**src/lasm_pkg.sv**
```systemverilog
`timescale 1ns / 1ps

package lasm_pkg;

  // Default number of characters the line store holds.
  localparam int DEF_LINE_CAPACITY = 64;

  // Width and reset value of the out_size register.
  localparam int             OUT_SIZE_W     = 7;
  localparam logic [6:0]     OUT_SIZE_RESET = 7'd65;

  // Packed stream widths.
  localparam int IN_TDATA_W  = 16;
  localparam int OUT_TDATA_W = 8;

  // Character codes the framer reacts to.
  localparam logic [7:0] CHAR_LF  = 8'h0A;
  localparam logic [7:0] CHAR_CR  = 8'h0D;
  localparam logic [7:0] CHAR_NUL = 8'h00;

  // Input command codes.
  localparam logic CMD_BYTE  = 1'b0;
  localparam logic CMD_DRAIN = 1'b1;

  typedef enum logic [1:0] {
    S_IDLE,
    S_EMIT,
    S_FLUSH
  } lasm_state_t;

endpackage

```
**src/line_assembler_with_overflow_skip_top.sv**
```systemverilog
`timescale 1ns / 1ps

// Line framer for received serial bytes. Each input word carries a command
// bit and a byte; ordinary bytes are gathered into a line store of
// LINE_CAPACITY characters, carriage returns are dropped, and a newline ends
// the line. A byte that would overflow the store discards the partial line
// and the block then ignores bytes up to the next newline; a drain command
// does the same at once. A newline that ends a skip, or an empty line, is
// swallowed. Otherwise the stored characters come out one word each, at most
// out_size-1 of them and stopping before the first zero byte, with tlast on
// the final one; a line that comes out with no characters gives a single word
// with tuser set (the empty flag) and tlast set. Timing: bytes, carriage
// returns, drains and swallowed newlines are taken while idle. A newline that
// delivers a line holds the input off until its last word is handed on: the
// store's single read port gives one character a cycle while the output is
// not stalled, and the last one then leaves the one-character lookahead register.
// When a zero byte ends the line early, its read still takes place before the
// input is released. A line that out_size cuts to nothing holds the input off
// while its empty word is handed on. Output stalls also hold the input off.
// A result waiting in the output register does not block new input bytes.
// out_size is written through the cfg port; the user must write it only while no
// line is being delivered, which the block does not enforce; its reset value is 65.

module line_assembler_with_overflow_skip_top
  import lasm_pkg::*;
#(
  parameter int LINE_CAPACITY = DEF_LINE_CAPACITY
) (
  input  logic                   clk,
  input  logic                   rst_n,
  input  logic                   in_tvalid,
  output logic                   in_tready,
  input  logic [IN_TDATA_W-1:0]  in_tdata,   // [0] command, [8:1] rx_byte, [15:9] zero
  output logic                   out_tvalid,
  input  logic                   out_tready,
  output logic [OUT_TDATA_W-1:0] out_tdata,  // [7:0] char_value
  output logic                   out_tlast,
  output logic                   out_tuser,  // [0] empty_line
  input  logic                   cfg_valid,
  output logic                   cfg_ready,
  input  logic [OUT_SIZE_W-1:0]  cfg_data
);

  // Store address and fill count widths follow from the capacity.
  localparam int AW = (LINE_CAPACITY > 1) ? $clog2(LINE_CAPACITY) : 1;
  localparam int CW = $clog2(LINE_CAPACITY + 1);

  logic          st_we;
  logic [AW-1:0] st_waddr;
  logic [7:0]    st_wdata;
  logic          st_re;
  logic [AW-1:0] st_raddr;
  logic [7:0]    st_rdata;

  lasm_ctrl #(
    .LINE_CAPACITY (LINE_CAPACITY),
    .AW            (AW),
    .CW            (CW)
  ) u_ctrl (
    .clk        (clk),
    .rst_n      (rst_n),
    .in_tvalid  (in_tvalid),
    .in_tready  (in_tready),
    .in_tdata   (in_tdata),
    .out_tvalid (out_tvalid),
    .out_tready (out_tready),
    .out_tdata  (out_tdata),
    .out_tlast  (out_tlast),
    .out_tuser  (out_tuser),
    .cfg_valid  (cfg_valid),
    .cfg_ready  (cfg_ready),
    .cfg_data   (cfg_data),
    .st_we      (st_we),
    .st_waddr   (st_waddr),
    .st_wdata   (st_wdata),
    .st_re      (st_re),
    .st_raddr   (st_raddr),
    .st_rdata   (st_rdata)
  );

  lasm_store #(
    .LINE_CAPACITY (LINE_CAPACITY),
    .AW            (AW)
  ) u_store (
    .clk   (clk),
    .we    (st_we),
    .waddr (st_waddr),
    .wdata (st_wdata),
    .re    (st_re),
    .raddr (st_raddr),
    .rdata (st_rdata)
  );

endmodule

```
**src/lasm_store.sv**
```systemverilog
`timescale 1ns / 1ps

module lasm_store
  import lasm_pkg::*;
#(
  parameter int LINE_CAPACITY = DEF_LINE_CAPACITY,
  parameter int AW            = 6
) (
  input  logic          clk,
  input  logic          we,
  input  logic [AW-1:0] waddr,
  input  logic [7:0]    wdata,
  input  logic          re,
  input  logic [AW-1:0] raddr,
  output logic [7:0]    rdata
);

  logic [7:0] mem [LINE_CAPACITY];
  logic [7:0] rdata_r;

  // Single write port and one registered read port; read data holds while
  // no read is issued.
  always_ff @(posedge clk) begin
    if (we) begin
      mem[waddr] <= wdata;
    end
  end

  always_ff @(posedge clk) begin
    if (re) begin
      rdata_r <= mem[raddr];
    end
  end

  assign rdata = rdata_r;

endmodule

```
**src/lasm_ctrl.sv**
```systemverilog
`timescale 1ns / 1ps

module lasm_ctrl
  import lasm_pkg::*;
#(
  parameter int LINE_CAPACITY = DEF_LINE_CAPACITY,
  parameter int AW            = 6,
  parameter int CW            = 7
) (
  input  logic                   clk,
  input  logic                   rst_n,
  input  logic                   in_tvalid,
  output logic                   in_tready,
  input  logic [IN_TDATA_W-1:0]  in_tdata,
  output logic                   out_tvalid,
  input  logic                   out_tready,
  output logic [OUT_TDATA_W-1:0] out_tdata,
  output logic                   out_tlast,
  output logic                   out_tuser,
  input  logic                   cfg_valid,
  output logic                   cfg_ready,
  input  logic [OUT_SIZE_W-1:0]  cfg_data,
  output logic                   st_we,
  output logic [AW-1:0]          st_waddr,
  output logic [7:0]             st_wdata,
  output logic                   st_re,
  output logic [AW-1:0]          st_raddr,
  input  logic [7:0]             st_rdata
);

  localparam int EW  = (CW > OUT_SIZE_W) ? CW : OUT_SIZE_W;
  localparam int CW1 = CW + 1;

  lasm_state_t           state_r, state_nxt;
  logic [CW-1:0]         fill_r, fill_nxt;
  logic                  skip_r, skip_nxt;
  logic [OUT_SIZE_W-1:0] out_size_r;
  logic [CW-1:0]         end_r, end_nxt;
  logic [AW-1:0]         rd_idx_r, rd_idx_nxt;
  logic                  data_vld_r, data_vld_nxt;
  logic [7:0]            pend_r, pend_nxt;
  logic                  have_pend_r, have_pend_nxt;
  logic                  out_valid_r;
  logic [7:0]            out_char_r;
  logic                  out_last_r;
  logic                  out_empty_r;

  logic                  in_acc;
  logic                  cmd;
  logic [7:0]            rx_byte;
  logic                  out_free;
  logic [OUT_SIZE_W-1:0] limit;
  logic [EW-1:0]         fill_ext, lim_ext, end_sel;
  logic [CW-1:0]         end_calc;
  logic [CW1-1:0]        nxt_idx;
  logic                  last_idx;
  logic                  emit;
  logic [7:0]            emit_char;
  logic                  emit_last;
  logic                  emit_empty;

  assign in_tready  = (state_r == S_IDLE);
  assign in_acc     = in_tvalid && in_tready;
  assign cmd        = in_tdata[0];
  assign rx_byte    = in_tdata[8:1];
  assign out_free   = !out_valid_r || out_tready;
  assign cfg_ready  = 1'b1;

  // Character limit is out_size minus one, never below zero, and never
  // more than what is stored.
  assign limit    = (out_size_r == '0) ? '0 : out_size_r - 1'b1;
  assign fill_ext = EW'(fill_r);
  assign lim_ext  = EW'(limit);
  assign end_sel  = (lim_ext < fill_ext) ? lim_ext : fill_ext;
  assign end_calc = CW'(end_sel);

  assign nxt_idx  = CW1'(rd_idx_r) + 1'b1;
  assign last_idx = (nxt_idx == CW1'(end_r));

  assign st_waddr = fill_r[AW-1:0];
  assign st_wdata = rx_byte;

  always_comb begin
    state_nxt     = state_r;
    fill_nxt      = fill_r;
    skip_nxt      = skip_r;
    end_nxt       = end_r;
    rd_idx_nxt    = rd_idx_r;
    data_vld_nxt  = data_vld_r;
    pend_nxt      = pend_r;
    have_pend_nxt = have_pend_r;
    st_we         = 1'b0;
    st_re         = 1'b0;
    st_raddr      = '0;
    emit          = 1'b0;
    emit_char     = CHAR_NUL;
    emit_last     = 1'b0;
    emit_empty    = 1'b0;

    case (state_r)
      S_IDLE: begin
        if (in_acc) begin
          if (cmd == CMD_DRAIN) begin
            fill_nxt = '0;
            skip_nxt = 1'b1;
          end else if (rx_byte == CHAR_LF) begin
            skip_nxt = 1'b0;
            fill_nxt = '0;
            if (!skip_r && (fill_r != '0)) begin
              end_nxt       = end_calc;
              have_pend_nxt = 1'b0;
              if (end_calc == '0) begin
                state_nxt = S_FLUSH;
              end else begin
                st_re        = 1'b1;
                st_raddr     = '0;
                rd_idx_nxt   = '0;
                data_vld_nxt = 1'b1;
                state_nxt    = S_EMIT;
              end
            end
          end else if ((rx_byte == CHAR_CR) || skip_r) begin
            // Dropped.
          end else if (fill_r == CW'(LINE_CAPACITY)) begin
            skip_nxt = 1'b1;
            fill_nxt = '0;
          end else begin
            st_we    = 1'b1;
            fill_nxt = fill_r + 1'b1;
          end
        end
      end

      S_EMIT: begin
        // Each character is held back one read so that the next one tells
        // whether it ends the line.
        if (data_vld_r && out_free) begin
          data_vld_nxt = 1'b0;
          if (st_rdata == CHAR_NUL) begin
            state_nxt = S_FLUSH;
          end else begin
            if (have_pend_r) begin
              emit      = 1'b1;
              emit_char = pend_r;
            end
            pend_nxt      = st_rdata;
            have_pend_nxt = 1'b1;
            if (last_idx) begin
              state_nxt = S_FLUSH;
            end else begin
              st_re        = 1'b1;
              st_raddr     = nxt_idx[AW-1:0];
              rd_idx_nxt   = nxt_idx[AW-1:0];
              data_vld_nxt = 1'b1;
            end
          end
        end
      end

      S_FLUSH: begin
        if (out_free) begin
          emit       = 1'b1;
          emit_char  = have_pend_r ? pend_r : CHAR_NUL;
          emit_last  = 1'b1;
          emit_empty = !have_pend_r;
          state_nxt  = S_IDLE;
        end
      end

      default: begin
        state_nxt = S_IDLE;
      end
    endcase
  end

  always_ff @(posedge clk) begin
    if (!rst_n) begin
      state_r     <= S_IDLE;
      fill_r      <= '0;
      skip_r      <= 1'b0;
      out_size_r  <= OUT_SIZE_RESET;
      data_vld_r  <= 1'b0;
      have_pend_r <= 1'b0;
      out_valid_r <= 1'b0;
    end else begin
      state_r     <= state_nxt;
      fill_r      <= fill_nxt;
      skip_r      <= skip_nxt;
      data_vld_r  <= data_vld_nxt;
      have_pend_r <= have_pend_nxt;
      if (cfg_valid && cfg_ready) begin
        out_size_r <= cfg_data;
      end
      if (emit) begin
        out_valid_r <= 1'b1;
      end else if (out_tready) begin
        out_valid_r <= 1'b0;
      end
    end
  end

  always_ff @(posedge clk) begin
    end_r    <= end_nxt;
    rd_idx_r <= rd_idx_nxt;
    pend_r   <= pend_nxt;
    if (emit) begin
      out_char_r  <= emit_char;
      out_last_r  <= emit_last;
      out_empty_r <= emit_empty;
    end
  end

  assign out_tvalid = out_valid_r;
  assign out_tdata  = out_char_r;
  assign out_tlast  = out_last_r;
  assign out_tuser  = out_empty_r;

`ifndef SYNTH
  a_fill_bound: assert property (@(posedge clk) disable iff (!rst_n)
    fill_r <= CW'(LINE_CAPACITY))
    else $error("fill count exceeds line capacity");

  a_read_bound: assert property (@(posedge clk) disable iff (!rst_n)
    (state_r == S_EMIT) |-> (CW'(rd_idx_r) < end_r))
    else $error("store read beyond end of line");

  a_empty_last: assert property (@(posedge clk) disable iff (!rst_n)
    (out_valid_r && out_empty_r) |-> out_last_r)
    else $error("empty line word not marked last");

  a_read_state: assert property (@(posedge clk) disable iff (!rst_n)
    data_vld_r |-> (state_r == S_EMIT))
    else $error("read data pending outside emit");

  a_flush_idle: assert property (@(posedge clk) disable iff (!rst_n)
    ((state_r == S_FLUSH) && out_free) |=> (state_r == S_IDLE) && out_valid_r && out_last_r)
    else $error("flush did not close the line");
`endif

endmodule
```
**config.mk**
```make
export PLATFORM = sky130hd
export DESIGN_NAME = line_assembler_with_overflow_skip_top
export DESIGN_NICKNAME = d
export VERILOG_FILES = /design/src/lasm_pkg.sv /design/src/line_assembler_with_overflow_skip_top.sv /design/src/lasm_store.sv /design/src/lasm_ctrl.sv
export SDC_FILE = /design/constraint.sdc
export NUM_CORES = 1
export LEC_CHECK = 0
export ABC_CLOCK_PERIOD_IN_PS = 11840
export BUFFER_PORTS_ARGS = -buffer_cell sky130_fd_sc_hd__buf_2
export CAP_MARGIN = 30
export CORE_MARGIN = 4
export CORE_UTILIZATION = 30
export DETAILED_ROUTE_END_ITERATION = 6
export GPL_ROUTABILITY_DRIVEN = 1
export GPL_TIMING_DRIVEN = 0
export PLACE_DENSITY_LB_ADDON = 0.15
export RECOVER_POWER = 25
export SLEW_MARGIN = 20
export SYNTH_ARGS = -nofsm -noshare
export SYNTH_HDL_FRONTEND = slang
export SYNTH_SLANG_ARGS = --single-unit
export TNS_END_PERCENT = 1
```
**constraint.sdc**
```tcl
create_clock -name clk -period 11.84 [get_ports clk]
set_clock_uncertainty 0.15 [all_clocks]
set_input_delay 0 -clock clk [delete_from_list [all_inputs] [get_ports clk]]
set_output_delay 0 -clock clk [all_outputs]
set_load 0.02 [all_outputs]
```
==> metrics list, run 1 <==
- The flow ran to the end, but the final reports show violations.
* Violated checks: max-capacitance violations, max-slew violations
- Leakage power: around 0.009 uW
- Via density: roughly 5.3
* Worst-path maximum fanout: 43
- Yosys mapped the design onto 81 distinct sky130hd cell types.
- For the worst setup path, the data required time is 11.90 ns.
- Largest net degree at the start of global routing: 66
- Final-report setup violation count: 0
* RSZ-0062 raised after global routing: no
- Grt ovf: 0
- Total power per unit cell area: approximately 170 nW/um^2
- Number of violations of the max-capacitance limit: 8
- Tightest slew margin relative to the limit: -0.880
- Post-cts repair resize count: 0
- Total length of routed wires: slightly below 80 mm
* FMAX: ~0.15 GHz
- The worst setup path is of the in2reg kind.
* Estimated wirelength of the detail-placed design: between 50 and 60 mm
- Detailed routing inserted a total of between 15,000 and 20,000 vias.
* Fin. Hold Viols: 0
- The region available for standard cell placement spans roughly 80,000 sq um.
* Clock root buffer: sky130_fd_sc_hd__clkbuf_16
- Dominant cells by area after synthesis: sky130_fd_sc_hd__edfxtp_1 69%, sky130_fd_sc_hd__mux2i_1 5.6%, sky130_fd_sc_hd__a21oi_1 2.3%, sky130_fd_sc_hd__nor2_1 1.7%, sky130_fd_sc_hd__dfxtp_1 1.7%
* Number of buffers between clock root and the deepest sink: 3
- Die outline height: a little under 300 microns
- Number of max-slew violations in the final report: ~300
- Post-Syn Nets: about 1,700
* Standard-cell row count: just over 100
- The share of synthesized area in the top cell type comes to 0.693.
- Total Neg Setup Slack: 0 ns
- Routability-driven placement finished with a final weighted congestion of roughly 0.92.
* Number of nets in the finished design: approximately 1,900
- Most used standard cell by instance count after synthesis: sky130_fd_sc_hd__edfxtp_1
- Worst hold-check slack: between 0.2 and 0.3 ns
- The worst path in the final design needs a cycle of ~6.6 ns, including I/O delays and setup.
* Clock tree from TritonCTS: yes
- The worst setup path is captured at a flop.
- The number of clock buffers added by TritonCTS is 66.
- The later pin in the worst-skew pair is clocked with a latency of 0.61 ns.
- Num Clock Sinks: ~570
* Proportion of layout cells with a drive suffix above 1: 0.112
* Overall power after layout: 4770 uW
* Flip-flop cell with the highest count after synthesis: sky130_fd_sc_hd__edfxtp_1
- Routed length per instance: about 27 microns
- Area of the mapped netlist: between 20,000 and 25,000 sq um
* Cell at the slowest stage of the critical path: sky130_fd_sc_hd__clkbuf_1
* Yosys reg bits: ~570
- Once routing completed, OpenROAD measured the worst setup slack at about 5.2 ns.
* Top post-synthesis cells by count: 551 x sky130_fd_sc_hd__edfxtp_1, 133 x sky130_fd_sc_hd__mux2i_1, 112 x sky130_fd_sc_hd__a21oi_1, 110 x sky130_fd_sc_hd__nor2_1, 81 x sky130_fd_sc_hd__nand2_1
* Critical Path Most Common Cell: sky130_fd_sc_hd__clkbuf_1
- Walking the worst path, the cells encountered are dlygate4sd3_1, clkbuf_1, clkbuf_1, nor4_1, and2_1, a31oi_1, o21ai_1, or3_1, or2_2, or3_1, clkbuf_1, nor2_1.
- Clock-pin transition on the worst setup and hold timing paths: approximately 0.060 ns
* Total Die Area: roughly 84,000 sq um
* Pre-CTS worst setup slack: approximately 6.6 ns
- The largest single stage delay on the critical path is between 1.5 and 2 ns.
- Layout area overhead: 17.2%
* Ys Warns: 0
* Largest voltage drop on the vdd net: a little over 0.09 mV
- Antenna Nets Post-Route: 0
- The worst setup path is launched from a primary input.
* Number of antenna violations at the first check in global routing: 2
* Critical Path AT: about 6.7 ns
* Io pins: between 40 and 50
* Global-route wire length before repair: roughly 110 mm
- Worst-Margin Slew: ~2.8 ns
* DRC violation count after routing: 0
- Together, buffers and inverters on the worst path number 4.
* Async set or reset register ratio after synthesis: 0
- Initial DRT Pass Iterations: 6
- The biggest area contributor in the post-synthesis netlist is sky130_fd_sc_hd__edfxtp_1.
- The floorplan step set the die width to 290 microns.
- Final period utilization: 0.559
- The filler cells instantiated in the layout total between 7,000 and 8,000.
* H-tree depth: 3
* Family with the most delay on the worst path: buffers and inverters
- Number of enable flip-flop cells after synthesis: approximately 550
- Number of standard cells after synthesis: ~1,700
- Worst hold path type: in2reg
* Initial Utilization: 0.302
- For this block, the initial DRC count from the detailed router was between 1,500 and 2,000.
- Sequential cell area fraction in the yosys report: 0.710
* Gr usage total: 0.184
- Input and output buffers added on the ports amount to 31.
- Vias in the first global route: about 15,000
* Syn Area/Cell: ~14 sq um
cells in the final DEF, fill, tap and decap left out, types with 55 or more instances in the layout:
cell type                   count
sky130_fd_sc_hd__edfxtp_1     551
sky130_fd_sc_hd__mux2i_1      133
sky130_fd_sc_hd__a21oi_1      112
sky130_fd_sc_hd__nor2_1       110
sky130_fd_sc_hd__nand2_1       81
sky130_fd_sc_hd__clkbuf_1      70
sky130_fd_sc_hd__clkbuf_16     69
sky130_fd_sc_hd__buf_2         61
sky130_fd_sc_hd__o21ai_0       58
sky130_fd_sc_hd__o22ai_1       55
stage by stage:
| stage | cell area, sq um | utilization | std cells |
|---|---|---|---|
| final | 28000 | 0.354 | 2920 |
| after global routing | 28000 | 0.354 | 2918 |
| after CTS | 28100 | 0.356 | 2916 |
| after detailed placement | 25700 | 0.325 | 2758 |
| after global placement | 25400 | 0.321 | 2741 |
| after floorplan | 23900 | - | 1660 |
path summary, 6_finish.rpt:
| kind | end | start | cells past startpoint | slack, ns |
|---|---|---|---|---|
| setup / recovery | u_store.mem[35][2] | in_tdata[5] | 12 | 5.22 |
| hold / removal | u_ctrl.out_size_r[0] | cfg_valid | 3 | 0.28 |
| setup reg to reg | u_store.rdata[1] | u_ctrl.rd_idx_r[1] | 9 | 6.50 |
| hold reg to reg | u_ctrl.pend_r[3] | u_store.rdata[3] | 0 | 0.29 |
tightest hold or removal path, stage by stage:
cell	delay, ns
sky130_fd_sc_hd__clkbuf_1	0.23
sky130_fd_sc_hd__o211ai_1	0.22
sky130_fd_sc_hd__dlygate4sd3_1	0.54
final cells by class:
cell class,instances,area (sq um),area share
clock inverter,38,262,0.00934
tap,1050,1310,0.0469
sequential,571,16900,0.605
clock buffer,81,1770,0.0633
buffer,106,526,0.0188
inverter,34,128,0.00456
antenna,2,5.00,0.000179
timing repair buffer,89,727,0.0260
multi-input combinational,949,6310,0.226
state kept, by name, summed over array words and instances (netlist names):
name	flops
u_ctrl.state_r	2
u_ctrl.rd_idx_r	6
u_ctrl.fill_ext	7
u_ctrl.out_tlast	1
u_ctrl.out_tdata	8
u_ctrl.end_r	7
u_store.rdata	8
u_ctrl.out_tuser	1
u_ctrl.out_size_r	7
u_ctrl.skip_r	1
u_ctrl.pend_r	8
u_ctrl.out_tvalid	1
u_ctrl.data_vld_r	1
u_ctrl.have_pend_r	1
u_store.mem	512
repair_timing:
| item | CTS | global route |
|---|---|---|
| buffers inserted | 0 | 0 |
| hold buffers | 39 | 0 |
| endpoints found under the hold margin | 541 | 0 |
where the power goes:
group	internal, uW	leakage [uW]	switching [uW]
Combinational	165	0.00293	427
Clock	1110	0.000983	822
Sequential	2230	0.00513	9.23
Total	3510	0.00904	1260
cells by family (layout without fill, tap and decap cells):
group,Yosys count,after routing,share of synthesized area
AOI/OAI and AO/OA,403,403,0.115
xor gates and xnor gates,18,18,0.00692
adders and majority gates,14,14,0.00733
buffers and inverters,140,348,0.0272
DFF,571,571,0.710
muxes,134,134,0.0562
other,1,3,0.000157
and+or+nand+nor,379,379,0.0778
layer usage:
metal,GRT usage,up-vias,routed length (microns)
met2,0.285,636,35600
met4,0.0482,0,1990
met5,0,-,0
li1,-,6840,-
met1,0.265,7817,35900
met3,0.0347,126,5470
(Power assumes the default switching activity.)
==> run 2, diff against run 1 <==
- ABC_CLOCK_PERIOD_IN_PS: 11840 -> 5300
- clock period: 11.84 -> 5.3 ns (I/O delays scaled with it)
==> metrics list, run 2 (synthesis gave the netlist of run 1 again) <==
- Total length of routed wires: 79.0 mm (about the same)
- Final period utilization: 0.981
* Placeable core region: 79,000 sq um (unchanged)
- Clock buffer count from CTS: 66 (unchanged)
* Final-report setup violation count: 0 (unchanged)
* Number of nets in the finished design: 1,859 (unchanged)
* Total of fill cells in the finished design: 7,625 (was 7,637)
* Via density: 5.27 (was 5.28)
- The endpoint arrival time on the critical path was 5.29 ns (was 6.68 ns).
* DRC violation count after routing: 0 (unchanged)
- FMAX: 0.192 GHz
- Io pins: 41 (unchanged)
* Capturing element type of the critical path: flop (unchanged)
- The clock net sink count is 571 (unchanged).
- Register-to-register setup slack: 0.10 ns (was 6.50 ns)
- Antenna Nets Post-Route: 0 (unchanged)
- The tightest slew margin relative to the limit came to -0.319 (was -0.880).
* Combinational group share of total power: 0.125 (was 0.124)
- Total power per unit cell area: 380 nW/um^2 (was 170 nW/um^2)
- Sequential power share: 0.470 (was 0.471)
- Commonest non-fill, non-tap cell in the layout: sky130_fd_sc_hd__edfxtp_1 (unchanged)
* Standard-cell row count: 103 (unchanged)
- Grt ovf: 0 (unchanged)
- CP Capture Point: u_store.rdata[3] (was u_store.mem[35][2])
- The worst path in the final design needs a cycle of between 5 and 6 ns, including I/O delays and setup.
- The number of flip-flops under the largest register name came to 512 (unchanged).
- The die outline area is 84,200 sq um (unchanged).
* Crit Reg-Reg Startpoint: u_ctrl.rd_idx_r[1] (unchanged)
- The total of buffers placed on input and output ports is 31 (unchanged).
- The capture point of the worst reg-to-reg path is u_store.rdata[3] (was u_store.rdata[1]).
* Commonest cells after routing, fill and taps aside: 551 x sky130_fd_sc_hd__edfxtp_1, 133 x sky130_fd_sc_hd__mux2i_1, 112 x sky130_fd_sc_hd__a21oi_1 (unchanged)
* Vias in the first global route: 15,100 (unchanged)
* Die outline height: 290 microns (unchanged)
- The total routing resource utilization after global routing was 0.184 (unchanged).
- The highest net fanout along the worst path was 10 (was 43).
* Clock-pin transition on the worst setup and hold timing paths: 0.06 ns (about the same)
* Vias post-DR: 15,400 (about the same)
- Outcome: finished, violations left (unchanged).
* Register bank with the most flops: u_store.mem (unchanged)
- Worst-Margin Slew: 1.98 ns (was 2.82 ns)
- The count of final max-slew check failures is 117 (was 301).
- The deepest clock path buffer count is 3 (unchanged).
- Global-route wire length before repair: 112 mm (unchanged)
- Layout area overhead: 17.6% (was 17.2%)
* Total Neg Setup Slack: 0 ns (unchanged)
- DR iter-0 viols: 1,659 (was 1,618)
- The design area is 28,100 sq um (was 28,000 sq um).
- The starting utilization of the core area came to 0.302 (unchanged).
- Worst path required time: 5.39 ns (was 11.90 ns)
- Total setup buffers inserted after CTS: 0 (unchanged)
* Largest net degree at the start of global routing: 66 (unchanged)
* Clock latency on the worst-skew pair: 0.61 ns (about the same)
- Routed length per instance: 27.1 microns (about the same)
* Int Pwr: 7850 uW (was 3510 uW)
- Worst setup path category: reg2reg (was in2reg)
- Clock tree from TritonCTS: yes (unchanged)
- Clock share of power: 0.405 (about the same)
* Largest voltage drop on the vdd net: 0.208 mV (was 0.0927 mV)
- The start point of the critical path is u_ctrl.rd_idx_r[1] (was in_tdata[5]).
* Gp weighted congestion: 0.920 (unchanged)
* Net switching power: 2820 uW (was 1260 uW)
* Number of violations of the max-capacitance limit: 4 (was 8)
- The number of levels in the clock H-tree was 3 (unchanged).
- Worst hold path type: in2reg (unchanged)
* Estimated wirelength of the detail-placed design: 54.1 mm (unchanged)
- The switching share of power is 0.264 (about the same).
* Initial DRT Pass Iterations: 6 (unchanged)
- Leakage power: 0.00910 uW (was 0.00904 uW)
* DP Area: 25,700 sq um (unchanged)
* Violated checks: max-capacitance violations, max-slew violations (unchanged)
- Die Width: 290 microns (unchanged)
- RSZ-0062 raised after global routing: yes (was no).
- Setup crit start kind: flop (was primary input)
- Number of antenna violations at the first check in global routing: 2 (unchanged)
* Proportion of layout cells with a drive suffix above 1: 0.115 (was 0.112)
* Fin. Hold Viols: 0 (unchanged)
- The buffer cell driving the clock tree root is sky130_fd_sc_hd__clkbuf_16 (unchanged).
- Count of cells along the worst register-to-register path: 9 (unchanged)
-- run 2: cell count changes in the layout (fill, tap and decap cells not counted), sizes merged --
cell / previous run / this run
buf: 97 / 102
clkbuf: 140 / 135
-- run 2: what timing repair did --
item | CTS | global route
hold endpoints to repair | 541 | 0
endpoints found under the setup margin | 0 | 3
gates resized for setup | 0 | 3
hold buffers | 39 | 0
-- run 2: worst min-delay path by stage --
stage	end	cells past startpoint	startpoint
2_1_floorplan	u_store.mem[0][0]	0	in_tdata[1]
3_3_place_gp	u_ctrl.out_size_r[6]	3	cfg_data[6]
3_5_place_dp	u_ctrl.out_size_r[6]	3	cfg_data[6]
4_1_cts	u_store.mem[48][7]	2	in_tdata[8]
5_1_grt	u_store.mem[54][2]	2	in_tdata[3]
6_report	u_store.mem[54][2]	2	in_tdata[3]
-- run 2: critical path, stage by stage, from the launching register on --
cell                       delay, ns
sky130_fd_sc_hd__edfxtp_1       0.50
sky130_fd_sc_hd__ha_1           0.45
sky130_fd_sc_hd__buf_1          0.65
sky130_fd_sc_hd__clkbuf_1       0.62
sky130_fd_sc_hd__clkbuf_1       0.70
sky130_fd_sc_hd__a21oi_1        0.27
sky130_fd_sc_hd__o211ai_1       0.20
sky130_fd_sc_hd__a21oi_1        0.14
sky130_fd_sc_hd__nor4_1         0.74
sky130_fd_sc_hd__nand4_1        0.38
-- run 2: per-stage QoR --
stage / total power [uW] / cells / hold slack (ns) / utilization / setup WS, ns
2_1_floorplan: 5790 / 1660 / -0.0511 / - / 1.43
3_3_place_gp: 6350 / 2741 / 0.0721 / 0.321 / -0.241
3_5_place_dp: 6390 / 2758 / 0.0753 / 0.325 / 0.0910
4_1_cts: 10700 / 2916 / 0.214 / 0.356 / 0.0597
5_1_grt: 11000 / 2918 / 0.274 / 0.356 / -0.0248
6_report: 10700 / 2920 / 0.271 / 0.356 / 0.103
-- run 2: area by class of cell --
cell class	count	area, sq um	share of cell area
plain buffers	106	527	0.0188
inverters	34	128	0.00454
clock buffers	81	1770	0.0631
repair buffers	89	826	0.0294
well taps	1050	1310	0.0468
diodes	2	5.00	0.000178
clock inverters	38	262	0.00931
multi-input cells	949	6310	0.225
flip-flops and latches	571	16900	0.603
-- run 2: per-layer routing --
layer | vias to the layer above | share of wire | global-route usage
met3 | 129 | 0.071 | 0.0347
met2 | 622 | 0.45 | 0.285
met1 | 7803 | 0.45 | 0.265
met4 | 0 | 0.026 | 0.0482
li1 | 6842 | - | -
met5 | - | 0 | 0
-- run 2: power by group through the flow --
stage	logic (uW)	registers, uW	clock network, uW
2_1_floorplan	691	5100	0
3_3_place_gp	1250	5100	0
3_5_place_dp	1290	5100	0
4_1_cts	1320	5010	4410
5_1_grt	1410	5010	4630
6_report	1330	5010	4320
==> run 3, diff against run 2 <==
- ABC_AREA: not set -> 1
==> metrics list, run 3 <==
* Outcome: finished, violations left (unchanged)
- Violated checks: max-capacitance violations, max-slew violations (unchanged)
- The total power after layout is 10,800 uW (was 10,700 uW).
- The total routing resource utilization after global routing was 0.186 (was 0.184).
- The switching share of power is 0.271 (was 0.264).
- Ys Warns: 0 (unchanged)
* Clock-pin transition on the worst setup and hold timing paths: 0.06 ns (about the same)
- The total iterations of the first detailed-routing run is 6 (unchanged).
- RSZ-0062 raised after global routing: no (was yes).
* Worst hold path type: in2reg (unchanged)
* Number of violations of the max-capacitance limit: 3 (was 4)
- Area of the mapped netlist: 26,400 sq um (was 23,900 sq um)
- Sequential power share: 0.471 (was 0.470)
- Flip-flop cell with the highest count after synthesis: sky130_fd_sc_hd__edfxtp_1 (unchanged)
- Total setup buffers inserted after CTS: 0 (unchanged)
- Leakage power: 0.0125 uW (was 0.00910 uW)
* Syn Area/Cell: 10.1 sq um (was 14.4 sq um)
- Capturing element type of the critical path: flop (unchanged)
- Vias in the first global route: 19,300 (was 15,100)
- The number of synthesized flops with an enable pin was 551 (unchanged).
- Setup crit start kind: flop (unchanged)
* Die outline height: 304 microns (was 290 microns)
- The fraction of the yosys area taken by sequential cells was 0.643 (was 0.710).
- The multi-input logic area was 6660 sq um (was 6310 sq um).
- The count of standard-cell rows came to 108 (was 103).
* Global-route wire length before repair: 128 mm (was 112 mm)
* Total Neg Setup Slack: 0 ns (unchanged)
- The net count after synthesis was 2,642 (was 1,702).
* Top post-synthesis cells by count: 551 x sky130_fd_sc_hd__edfxtp_1, 526 x sky130_fd_sc_hd__inv_1, 505 x sky130_fd_sc_hd__nand3_1, 358 x sky130_fd_sc_hd__nand2_1, 215 x sky130_fd_sc_hd__nand4_1 (was 551 x sky130_fd_sc_hd__edfxtp_1, 133 x sky130_fd_sc_hd__mux2i_1, 112 x sky130_fd_sc_hd__a21oi_1, 110 x sky130_fd_sc_hd__nor2_1, 81 x sky130_fd_sc_hd__nand2_1)
- Placeable core region: 87,000 sq um (was 79,000 sq um)
- The category of the most critical setup path is reg2reg (unchanged).
- The largest net degree at the start of global routing came to 53 (was 66).
* Largest voltage drop on the vdd net: 0.202 mV (was 0.208 mV)
* Final-report setup violation count: 0 (unchanged)
- The post-synthesis to final-layout area growth came to 16.4% (was 17.6%).
- Number of nets in the finished design: 2,802 (was 1,859)
- The starting utilization of the core area was 0.303 (was 0.302).
* Commonest non-fill, non-tap cell in the layout: sky130_fd_sc_hd__edfxtp_1 (unchanged)
* Num Clock Sinks: 571 (unchanged)
* Final period utilization: 0.828 (was 0.981)
- The number of flip-flops under the largest register name came to 512 (unchanged).
- Io pins: 41 (unchanged)
- Routed length per instance: 22.0 microns (was 27.1 microns)
* Total length of routed wires: 87.4 mm (was 79.0 mm)
- Number of buffers inserted by port buffering: 32 (was 31)
- The setup slack after layout came to 0.910 ns (was 0.103 ns).
- The share of synthesized registers carrying an async set or reset was 0 (unchanged).
- The number of hold violations in the final report is 0 (unchanged).
- Worst-Margin Slew: 3.45 ns (was 1.98 ns)
- Most used standard cell by instance count after synthesis: sky130_fd_sc_hd__edfxtp_1 (unchanged)
* Commonest cells after routing, fill and taps aside: 551 x sky130_fd_sc_hd__edfxtp_1, 526 x sky130_fd_sc_hd__inv_1, 504 x sky130_fd_sc_hd__nand3_1 (was 551 x sky130_fd_sc_hd__edfxtp_1, 133 x sky130_fd_sc_hd__mux2i_1, 112 x sky130_fd_sc_hd__a21oi_1)
* Vias post-DR: 19,700 (was 15,400)
- The power per unit of standard cell area was 352 nW/um^2 (was 380 nW/um^2).
- The overall overflow remaining after global route was 0 (unchanged).
- The count of different cell masters after synthesis was 37 (was 81).
* Clock latency on the worst-skew pair: 0.61 ns (about the same)
- Register bank with the most flops: u_store.mem (unchanged)
- The die outline area was 92,700 sq um (was 84,200 sq um).
* Clock buffer count from CTS: 67 (was 66)
- Yosys reg bits: 571 (unchanged)
- The remaining antenna violation count after routing was 0 (unchanged).
- The final instance count without filler cells was 3,970 (was 2,920).
- The deepest clock path buffer count came to 3 (unchanged).
- Clock tree from TritonCTS: yes (unchanged)
- The clock power share was 0.400 (was 0.405).
- The initial antenna violation count was 3 (was 2).
* Worst-path maximum fanout: 10 (unchanged)
- The number of inserted filler cells in the final layout is 8,830 (was 7,625).
* Net switching power: 2930 uW (was 2820 uW)
- The total half-perimeter wirelength after legalization and detailed placement is 61.6 mm (was 54.1 mm).
* Critical Path AT: 4.55 ns (was 5.29 ns)
- Worst path required time: 5.46 ns (was 5.39 ns)
- Number of standard cells after synthesis: 2,600 (was 1,660)
- Gp weighted congestion: 0.985 (was 0.920)
- FMAX: 0.228 GHz (was 0.192 GHz)
* DRC violation count after routing: 0 (unchanged)
* Cell count after placement: 3,807 (was 2,758)
* Final critical delay including setup and external delays: 4.39 ns (was 5.20 ns)
- The number of levels in the clock H-tree was 3 (unchanged).
* Dominant cells by area after synthesis: sky130_fd_sc_hd__edfxtp_1 63%, sky130_fd_sc_hd__nand3_1 9.6%, sky130_fd_sc_hd__inv_1 7.5%, sky130_fd_sc_hd__nand4_1 5.1%, sky130_fd_sc_hd__nand2_1 5.1% (was sky130_fd_sc_hd__edfxtp_1 69%, sky130_fd_sc_hd__mux2i_1 5.6%, sky130_fd_sc_hd__a21oi_1 2.3%, sky130_fd_sc_hd__nor2_1 1.7%, sky130_fd_sc_hd__dfxtp_1 1.7%)
- The part of the power in combinational logic is 0.129 (was 0.125).
* DR iter-0 viols: 1,787 (was 1,659)
- The cell accounting for the most synthesized area was sky130_fd_sc_hd__edfxtp_1 (unchanged).
- Pre-CTS worst setup slack: 0.974 ns (was 0.0910 ns)
- Number of max-slew violations in the final report: 78 (was 117)
* Die Width: 304 microns (was 290 microns)
- Tightest slew margin relative to the limit: -1.30 (was -0.319)
- Int Pwr: 7880 uW (was 7850 uW)
- Proportion of netlist area held by the largest area contributor: 0.628 (was 0.693)
- Sequential cell area in the final layout: 16,900 sq um (unchanged)
* Via density: 4.96 (was 5.27)
- The fraction of layout cells with a size suffix above 1 was 0.0821 (was 0.115).
- Cell area after layout: 30,700 sq um (was 28,100 sq um)
- The antenna cell count was 0 (was 2).
- The placed cell area was 28,300 sq um (was 25,700 sq um).
* Clock root buffer: sky130_fd_sc_hd__clkbuf_16 (unchanged)
==> run 3: changes by cell type after synthesis, sizes merged, moves of 28 or more <==
cell    before  now
inv         33  531
nand3       35  507
nand2       81  360
nand4       14  215
mux2i      133    0
a21oi      112   18
o22ai       55    0
o211ai      41    2
o221ai      39    0
nand3b       2   34
nor3        42   13
clkbuf      47   75
==> run 3: area by class of cell <==
| class | count | area share |
|---|---|---|
| flip-flops and latches | 571 | 0.552 |
| multi-input cells | 1337 | 0.217 |
| inverters | 535 | 0.0655 |
| clock buffers | 86 | 0.0577 |
| well taps | 1155 | 0.0471 |
| repair buffers | 91 | 0.0274 |
| plain buffers | 157 | 0.0246 |
| clock inverters | 38 | 0.00828 |
==> run 3: path summary, 6_finish.rpt <==
kind / start / endpoint / slack, ns / depth (start not counted)
max reg2reg: u_ctrl.state_r[1] / u_store.rdata[2] / 0.91 / 13
min: cfg_valid / u_ctrl.out_size_r[6] / 0.06 / 3
max: u_ctrl.state_r[1] / u_store.rdata[2] / 0.91 / 13
min reg2reg: u_store.rdata[5] / u_ctrl.pend_r[5] / 0.29 / 0
==> run 3: kinds of logic after synthesis <==
group | synth area share
xor+xnor | 0.00133
compound gates | 0.0142
other cells | 0.000142
flops | 0.643
buf+inv | 0.105
fa+ha+maj | 0.00665
simple gates | 0.230
==> run 3: power by group through the flow <==
stage	combinational, uW	clock (uW)	sequential [uW]
final	1390	4330	5090
after CTS	1390	4440	5090
after global routing	1520	4630	5090
after detailed placement	1360	0	5180
after global placement	1320	0	5180
after floorplan	756	0	5170
==> run 3: timing repair <==
action / 4_1_cts / 5_1_grt
gates resized for setup: 0 / 0
hold buffers: 39 / 0
endpoints found under the hold margin: 505 / 0
==> run 3: metal layers <==
layer	global-route usage	share of wire	vias up
li1	-	-	9179
met1	0.250	0.43	9663
met2	0.305	0.47	689
met3	0.0301	0.065	169
met4	0.0658	0.036	0
met5	0	0	-
==> run 3: worst max-delay path, cell delays in order, from the launching register on <==
cell                       delay (ns)
sky130_fd_sc_hd__dfxtp_1         0.32
sky130_fd_sc_hd__inv_1           0.08
sky130_fd_sc_hd__ha_1            0.32
sky130_fd_sc_hd__inv_2           0.17
sky130_fd_sc_hd__nor3_4          0.64
sky130_fd_sc_hd__clkbuf_1        0.77
sky130_fd_sc_hd__clkbuf_1        0.53
sky130_fd_sc_hd__nand4_1         0.16
sky130_fd_sc_hd__nand3_1         0.17
sky130_fd_sc_hd__nand3_1         0.09
sky130_fd_sc_hd__nand3_1         0.20
sky130_fd_sc_hd__nand3_1         0.17
sky130_fd_sc_hd__nand3_1         0.14
sky130_fd_sc_hd__nand2_1         0.16
==> run 3: through the flow <==
step                utilization  hold slack, ns
CTS                       0.353         0.00899
detailed placement        0.325          0.0851
floorplan                     -         -0.0511
global route              0.352           0.106
finish                    0.352          0.0637
global placement          0.321          0.0731
